**src/rtl/adate_pkg.sv**
```systemverilog
// Shared constants and helpers for the date adder.
// No dependencies; the interfaces and the top level refer to it by scoped names.
package adate_pkg;

  localparam int OFFSET_WIDTH_DEF = 16;
  localparam int DAY_W            = 5;
  localparam int MONTH_W          = 4;
  localparam int YEAR_W           = 14;
  localparam int YLO_W            = 7;

  localparam logic [YEAR_W-1:0]  MAX_YEAR     = 14'd9999;
  localparam logic [MONTH_W-1:0] MONTH_JAN    = 4'd1;
  localparam logic [MONTH_W-1:0] MONTH_FEB    = 4'd2;
  localparam logic [MONTH_W-1:0] MONTH_DEC    = 4'd12;
  localparam logic [DAY_W-1:0]   FEB_LEAP_LEN = 5'd29;
  localparam logic [DAY_W-1:0]   SAT_DAY      = 5'd31;

  // Year / 100 is taken as (year * DIV100_MUL) >> DIV100_SHIFT, exact for 14-bit years.
  localparam logic [12:0]      DIV100_MUL   = 13'd5243;
  localparam int               DIV100_SHIFT = 19;
  localparam logic [YLO_W-1:0] CENTURY      = 7'd100;
  localparam logic [YLO_W-1:0] CENTURY_LAST = 7'd99;

  localparam logic [DAY_W-1:0] MONTH_LEN [13] = '{
    5'd0, 5'd31, 5'd28, 5'd31, 5'd30, 5'd31, 5'd30,
    5'd31, 5'd31, 5'd30, 5'd31, 5'd30, 5'd31
  };

  function automatic logic [DAY_W-1:0] month_len(input logic [MONTH_W-1:0] m,
                                                 input logic leap);
    logic [DAY_W-1:0] len;
    if (m == MONTH_FEB && leap) begin
      len = FEB_LEAP_LEN;
    end else if (m > MONTH_DEC) begin
      len = MONTH_LEN[MONTH_DEC];
    end else begin
      len = MONTH_LEN[m];
    end
    return len;
  endfunction

endpackage

```
**src/rtl/adate_if.sv**
```systemverilog
// Valid/ready channel interfaces for the date adder: the start date word and the result word.
// Depends on adate_pkg for field widths.
interface adate_in_if #(
  parameter int OFFSET_WIDTH = adate_pkg::OFFSET_WIDTH_DEF
);
  logic                           valid;
  logic                           ready;
  logic [adate_pkg::DAY_W-1:0]    start_day;
  logic [adate_pkg::MONTH_W-1:0]  start_month;
  logic [adate_pkg::YEAR_W-1:0]   start_year;
  logic [OFFSET_WIDTH-1:0]        days_to_add;

  modport source (output valid, start_day, start_month, start_year, days_to_add,
                  input ready);
  modport sink (input valid, start_day, start_month, start_year, days_to_add,
                output ready);
endinterface

interface adate_out_if;
  logic                           valid;
  logic                           ready;
  logic [adate_pkg::DAY_W-1:0]    result_day;
  logic [adate_pkg::MONTH_W-1:0]  result_month;
  logic [adate_pkg::YEAR_W-1:0]   result_year;
  logic                           year_overflow;

  modport source (output valid, result_day, result_month, result_year, year_overflow,
                  input ready);
  modport sink (input valid, result_day, result_month, result_year, year_overflow,
                output ready);
endinterface

```
**src/rtl/add_days_to_date.sv**
```systemverilog
// Top level of the date adder: adds a day offset to a Gregorian date one month per cycle.
// Depends on adate_pkg and the channel interfaces in adate_if.sv.
//
//   channel   dir   word
//   date      in    start_day, start_month, start_year, days_to_add
//   result    out   result_day, result_month, result_year, year_overflow
//
// After a date word is accepted, the sequencer works out year / 100 in S_DIV and the year's
// last two digits and century bits in S_REM, then steps months in S_RUN, one subtract and
// compare per cycle, until the days left fit the month; the result goes to the output
// register and the sequencer returns to idle to take the next word.
// The result sits in an output register, so a new date word is taken while it waits.
// A finished word stalls in the loop while the output register is still full and not being read.
// Reset is synchronous and clears the sequencer and the output valid.
module add_days_to_date #(
  parameter int OFFSET_WIDTH = adate_pkg::OFFSET_WIDTH_DEF
) (
  input  logic clk,
  input  logic rst,
  adate_in_if.sink    date,
  adate_out_if.source result
);

  localparam int CNT_W = OFFSET_WIDTH + 1;

  typedef enum logic [3:0] {
    S_IDLE = 4'b0001,
    S_DIV  = 4'b0010,
    S_REM  = 4'b0100,
    S_RUN  = 4'b1000
  } state_t;

  state_t                        state;
  logic [CNT_W-1:0]              day_cnt;
  logic [adate_pkg::MONTH_W-1:0] month;
  logic [adate_pkg::YEAR_W-1:0]  year;
  logic [7:0]                    quot;
  logic [adate_pkg::YLO_W-1:0]   yr_lo;
  logic [1:0]                    cent_lo;

  logic                          out_valid;
  logic [adate_pkg::DAY_W-1:0]   res_day;
  logic [adate_pkg::MONTH_W-1:0] res_month;
  logic [adate_pkg::YEAR_W-1:0]  res_year;
  logic                          res_ovf;

  logic                          out_free;
  logic                          leap;
  logic [adate_pkg::DAY_W-1:0]   len;
  logic [26:0]                   prod;
  logic [14:0]                   q100;
  logic [adate_pkg::YEAR_W-1:0]  rem;
  logic [adate_pkg::MONTH_W-1:0] month_in;
  logic                          sat;
  logic                          done;

  assign out_free = !out_valid || result.ready;
  assign leap     = ((yr_lo[1:0] == 2'd0) && (yr_lo != '0)) ||
                    ((yr_lo == '0) && (cent_lo == 2'd0));
  assign len      = adate_pkg::month_len(month, leap);
  assign prod     = 27'(year) * 27'(adate_pkg::DIV100_MUL);
  assign q100     = 15'(quot) * 15'(adate_pkg::CENTURY);
  assign rem      = year - q100[adate_pkg::YEAR_W-1:0];
  assign sat      = year > adate_pkg::MAX_YEAR ||
                    (day_cnt > CNT_W'(len) && month == adate_pkg::MONTH_DEC &&
                     year >= adate_pkg::MAX_YEAR);
  assign done     = (state == S_RUN) && (sat || day_cnt <= CNT_W'(len)) && out_free;

  always_comb begin
    month_in = date.start_month;
    if (date.start_month == '0) begin
      month_in = adate_pkg::MONTH_JAN;
    end else if (date.start_month > adate_pkg::MONTH_DEC) begin
      month_in = adate_pkg::MONTH_DEC;
    end
  end

  assign date.ready           = (state == S_IDLE);
  assign result.valid         = out_valid;
  assign result.result_day    = res_day;
  assign result.result_month  = res_month;
  assign result.result_year   = res_year;
  assign result.year_overflow = res_ovf;

  always_ff @(posedge clk) begin
    if (rst) begin
      state     <= S_IDLE;
      out_valid <= 1'b0;
    end else begin
      if (done) begin
        out_valid <= 1'b1;
      end else if (out_valid && result.ready) begin
        out_valid <= 1'b0;
      end
      unique case (state)
        S_IDLE: begin
          if (date.valid) begin
            day_cnt <= CNT_W'(date.start_day) + CNT_W'(date.days_to_add);
            month   <= month_in;
            year    <= date.start_year;
            state   <= S_DIV;
          end
        end
        S_DIV: begin
          quot  <= prod[adate_pkg::DIV100_SHIFT +: 8];
          state <= S_REM;
        end
        S_REM: begin
          yr_lo   <= rem[adate_pkg::YLO_W-1:0];
          cent_lo <= quot[1:0];
          state   <= S_RUN;
        end
        S_RUN: begin
          if (sat) begin
            if (out_free) begin
              res_day   <= adate_pkg::SAT_DAY;
              res_month <= adate_pkg::MONTH_DEC;
              res_year  <= adate_pkg::MAX_YEAR;
              res_ovf   <= 1'b1;
              state     <= S_IDLE;
            end
          end else if (day_cnt <= CNT_W'(len)) begin
            if (out_free) begin
              res_day   <= day_cnt[adate_pkg::DAY_W-1:0];
              res_month <= month;
              res_year  <= year;
              res_ovf   <= 1'b0;
              state     <= S_IDLE;
            end
          end else begin
            day_cnt <= day_cnt - CNT_W'(len);
            if (month == adate_pkg::MONTH_DEC) begin
              month <= adate_pkg::MONTH_JAN;
              year  <= year + 1'b1;
              if (yr_lo == adate_pkg::CENTURY_LAST) begin
                yr_lo   <= '0;
                cent_lo <= cent_lo + 1'b1;
              end else begin
                yr_lo <= yr_lo + 1'b1;
              end
            end else begin
              month <= month + 1'b1;
            end
          end
        end
        default: begin
          state <= S_IDLE;
        end
      endcase
    end
  end

endmodule

```
**src/flat_wrapper.sv**
```systemverilog
// flat-port wrapper written by rule: the top's interface ports become plain ports
module add_days_to_date_flat 
#(
  parameter int OFFSET_WIDTH = adate_pkg::OFFSET_WIDTH_DEF
)
  (clk, rst, date_valid, date_start_day, date_start_month, date_start_year, date_days_to_add, date_ready, result_valid, result_result_day, result_result_month, result_result_year, result_year_overflow, result_ready);
  adate_in_if #(.OFFSET_WIDTH(OFFSET_WIDTH)) date_i ();
  adate_out_if result_i ();
  input  logic clk;
  input  logic rst;
  input wire logic [$bits(date_i.valid)-1:0] date_valid;
  input wire logic [$bits(date_i.start_day)-1:0] date_start_day;
  input wire logic [$bits(date_i.start_month)-1:0] date_start_month;
  input wire logic [$bits(date_i.start_year)-1:0] date_start_year;
  input wire logic [$bits(date_i.days_to_add)-1:0] date_days_to_add;
  output wire logic [$bits(date_i.ready)-1:0] date_ready;
  output wire logic [$bits(result_i.valid)-1:0] result_valid;
  output wire logic [$bits(result_i.result_day)-1:0] result_result_day;
  output wire logic [$bits(result_i.result_month)-1:0] result_result_month;
  output wire logic [$bits(result_i.result_year)-1:0] result_result_year;
  output wire logic [$bits(result_i.year_overflow)-1:0] result_year_overflow;
  input wire logic [$bits(result_i.ready)-1:0] result_ready;
  assign date_i.valid = date_valid;
  assign date_i.start_day = date_start_day;
  assign date_i.start_month = date_start_month;
  assign date_i.start_year = date_start_year;
  assign date_i.days_to_add = date_days_to_add;
  assign date_ready = date_i.ready;
  assign result_valid = result_i.valid;
  assign result_result_day = result_i.result_day;
  assign result_result_month = result_i.result_month;
  assign result_result_year = result_i.result_year;
  assign result_year_overflow = result_i.year_overflow;
  assign result_i.ready = result_ready;
  add_days_to_date #(.OFFSET_WIDTH(OFFSET_WIDTH)) u_core (.clk(clk), .rst(rst), .date(date_i), .result(result_i));
endmodule
```
**config.mk**
```make
export PLATFORM = sky130hd
export DESIGN_NAME = add_days_to_date_flat
export DESIGN_NICKNAME = d
export VERILOG_FILES = /design/src/rtl/adate_pkg.sv /design/src/rtl/adate_if.sv /design/src/rtl/add_days_to_date.sv /design/src/flat_wrapper.sv
export SDC_FILE = /design/constraint.sdc
export NUM_CORES = 1
export LEC_CHECK = 0
export BUFFER_PORTS_ARGS = -buffer_cell sky130_fd_sc_hd__buf_2
export CORE_MARGIN = 2
export CORE_UTILIZATION = 60
export CTS_CLUSTER_SIZE = 25
export DETAILED_ROUTE_END_ITERATION = 8
export PLACE_DENSITY_LB_ADDON = 0.2
export SYNTH_ARGS = -nofsm -noshare
export SYNTH_HDL_FRONTEND = slang
export SYNTH_SLANG_ARGS = --single-unit
```
**constraint.sdc**
```tcl
create_clock -name clk -period 12.2 [get_ports clk]
set_clock_uncertainty 0.1 [all_clocks]
set_input_delay 0 -clock clk [delete_from_list [all_inputs] [get_ports clk]]
set_output_delay 0 -clock clk [all_outputs]
set_load 0.02 [all_outputs]
```
==> results.md <==
- Status: completed
- # H-tree levels: 3
- Worst Hold End: u_core.day_cnt[6]
- Worst Hold Launch: date_days_to_add[6]
- GRT Overall Usage: 28.2%
- Yosys warnings: 0
- Crit. End Element: register
- Num CTS Buffers: 9
- Area Overhead vs Synth: 15.0%
- Antenna diodes: 0
- Power density cells: 133 mW/mm^2
- Fin. Hold Viols: 0
- Clock sinks: 78
- Post-route ant nets: 0
- Routed vias/inst: 5.63
- Pins over their slew limit: 0
- Worst Hold Class: in -> reg
- FMAX: 0.189 GHz
- Post-CTS resize count: 0
- Critical Path Start Type: register
- Worst R2R Start: u_core.year[6]
- Layout cell share with drive strength beyond 1: 11.0%
- Clock Tree Buf Depth: 2
- Tcrit/Tclk final: 43.4%
- Seq/Total Area, Yosys: 28.7%
- R2R cell count: 16
- Remaining DRCs: 0
- Final setup vio count: 0
- Drt wl/cell: 17.5 um
- Hpwl dp: 14700 um
- Top FF cell, synth: edfxtp_1
- Post-synth EDFFs: 73
- Worst reg2reg path endpoint: u_core.quot[4]
- Max-slew headroom: 30.7%
- Crit-path cells: inv_1, fa_1, inv_1, ha_1, fa_1, inv_1, fa_1, fa_1, inv_1, ha_1, a21oi_1, nand2b_1, nor4_1, o21ai_1, o31ai_1, xnor2_1
- Pleak: 4.34 nW
- DRT iter0 DRCs: 553
- Slowest CP cell: edfxtp_1
- Cell Rows: 42
- Largest net degree at the start of global routing: 58
- Reg clk slew, reported paths: approximately 0.060 ns
- Worst-Margin Slew: 1.03 ns
- Post-CTS setup buffers: 0
- Setup slack, reg-to-reg: 6.90 ns
- Post-synth ARST share: 0%
- First-pass GRT wire length: 31200 um
- Die footprint: roughly 0.014 sq mm
- Initial antenna violation count: 0
- Number of library cell types mapped by synthesis: 51
- TNS Setup: 0 ns
- Synthesized area: between 0.007 and 0.008 sq mm
- Cells after Synth: 786
- Syn Nets: 1018
- Tmin final: 5.30 ns
- Routability cong.: approximately 1
- Max-Cap Viols: 0
- Final instance area: 0.00920 sq mm
- CP peak stage delay: 0.64 ns
- Vias: 6015
- Crit path required time: 12.19 ns
- Yosys reg bits: 78
- CP max FO: 9
- Layout fillers: around 1000
- Worst EP arrival: 5.29 ns
- RSZ-0062 raised after global routing: no
- Setup Crit Path Kind: reg -> reg
- Total grt overflow: 0
- Ports: slightly below 70
- Starting Density: 60.9%
- WHS: 0.0148 ns
- Port Buffer Count: 68
- Core area: 0.0131 sq mm
- Placed Area: 0.00855 sq mm
- Vias in the first global route: about 6200
- DRT Pass-1 Iters: 5
- Final nets: 1121
- Clk_lat worst skew: around 0.34 ns
- Syn Area/Cell: roughly 10 sq um
- Worst hold stages: 3
- CTS tree: yes
- Die Y: 119 um
- Non-filler instance count after layout: about 1100
- Final Routed Wirelength: 18700 um
- Max rail drop VDD: 0.122 mV
- DP Cell Count: 1022
- Width of the die: 119 um
- Utilization after layout: 70.0%
- CTS root buffer: clkbuf_16
area by class of cell:
class,instances,area (sq um),share of cell area (%)
clock buffer,10,229,2.49
inverter,139,522,5.67
multi-input combinational,557,5150,56.0
sequential,78,2290,24.9
clock inverter,5,98.8,1.07
timing repair buffer,104,686,7.46
tap,176,220,2.39
metrics by stage:
step | setup WS, ns | total power [W]
4_1_cts | 6.94 | 0.00122
5_1_grt | 6.56 | 0.00132
3_5_place_dp | 6.95 | 0.000907
3_3_place_gp | 7.08 | 0.000884
6_report | 6.90 | 0.00122
2_1_floorplan | 7.42 | 0.000763
worst max-delay path by stage:
stage	startpoint	to	slack, ns	cells after the start
after detailed placement	u_core.year[11]	u_core.quot[4]	6.95	16
after floorplan	u_core.year[11]	u_core.quot[4]	7.42	16
after global routing	u_core.year[6]	u_core.quot[4]	6.56	16
final	u_core.year[6]	u_core.quot[4]	6.90	16
after global placement	u_core.year[4]	u_core.quot[4]	7.08	16
after CTS	u_core.year[11]	u_core.quot[4]	6.94	16
sequential cells by signal, indices dropped and copies added, names as in the netlist:
register,flops
u_core.result.year_overflow,1
u_core.result.result_month,4
u_core.result.valid,1
u_core.state,4
u_core.result.result_year,14
u_core.month,4
u_core.day_cnt,17
u_core.yr_lo,7
u_core.result.result_day,5
u_core.year,14
u_core.quot,5
u_core.cent_lo,2
worst max-delay path, delay by kind of cell (launching register included):
family          cells  cell delay, ns
compound gates      3            0.81
xor+xnor            1            0.11
fa+ha+maj           6            2.60
buf+inv             4            0.36
flops               1            0.64
simple gates        2            0.39
power breakdown:
part | internal (W) | total [W] | switching (W)
combinational | 0.000258 | 0.000592 | 0.000335
clock | 0.000198 | 0.000306 | 0.000108
sequential | 0.000311 | 0.000324 | 0.0000125
total | 0.000767 | 0.00122 | 0.000455
logic make-up after synthesis:
| group | count (synthesis) | synth area share (%) |
|---|---|---|
| XOR/XNOR | 60 | 6.57 |
| adder cells (fa/ha/maj) | 189 | 35.7 |
| buffers and inverters | 151 | 7.10 |
| AND/OR/NAND/NOR | 190 | 12.3 |
| flip-flops | 78 | 28.7 |
| AO/OA/AOI/OAI | 105 | 8.09 |
| multiplexers | 13 | 1.63 |
cells in the final DEF, fill, tap and decap left out, drive strengths merged, types with 2 or more instances in the layout:
| cell | n |
|---|---|
| a211oi | 4 |
| a21o | 9 |
| a21oi | 22 |
| a221oi | 2 |
| a31oi | 4 |
| and2 | 3 |
| and3 | 11 |
| buf | 73 |
| bufinv | 3 |
| clkbuf | 10 |
| clkinv | 2 |
| dfxtp | 5 |
| dlygate4sd3 | 31 |
| edfxtp | 73 |
| fa | 65 |
| ha | 124 |
| inv | 139 |
| mux2i | 13 |
| nand2 | 53 |
| nand2b | 18 |
| nand3 | 12 |
| nand4 | 11 |
| nand4b | 2 |
| nor2 | 37 |
| nor2b | 6 |
| nor3 | 12 |
| nor3b | 3 |
| nor4 | 7 |
| o211ai | 6 |
| o21a | 3 |
| o21ai | 37 |
| o22ai | 7 |
| o31ai | 3 |
| or2 | 6 |
| or3 | 5 |
| or4 | 2 |
| xnor2 | 40 |
| xor2 | 20 |
cell usage after synthesis, drive strengths merged, types with 12 or more instances:
master,count,area [sq um]
a21oi,22,110
edfxtp,73,2190
fa,65,1300
ha,124,1550
inv,139,522
mux2i,13,130
nand2,53,199
nand2b,18,113
nand3,12,60.1
nor2,37,139
nor3,12,60.1
o21ai,37,185
xnor2,40,350
xor2,20,175
what timing repair did:
action | 4_1_cts | 5_1_grt
endpoints found under the setup margin | 0 | 0
hold endpoints to repair | 31 | 0
hold buffers | 31 | 0
routing by layer:
layer / track usage [%] / vias up / part of all wire (%)
met2: 46.6 / 218 / 47
met5: 0 / - / 0
met3: 4.50 / 32 / 6.8
met1: 39.3 / 2906 / 44
li1: - / 2859 / -
met4: 6.47 / 0 / 1.8
No activity file was read; power rests on OpenSTA's default activity.
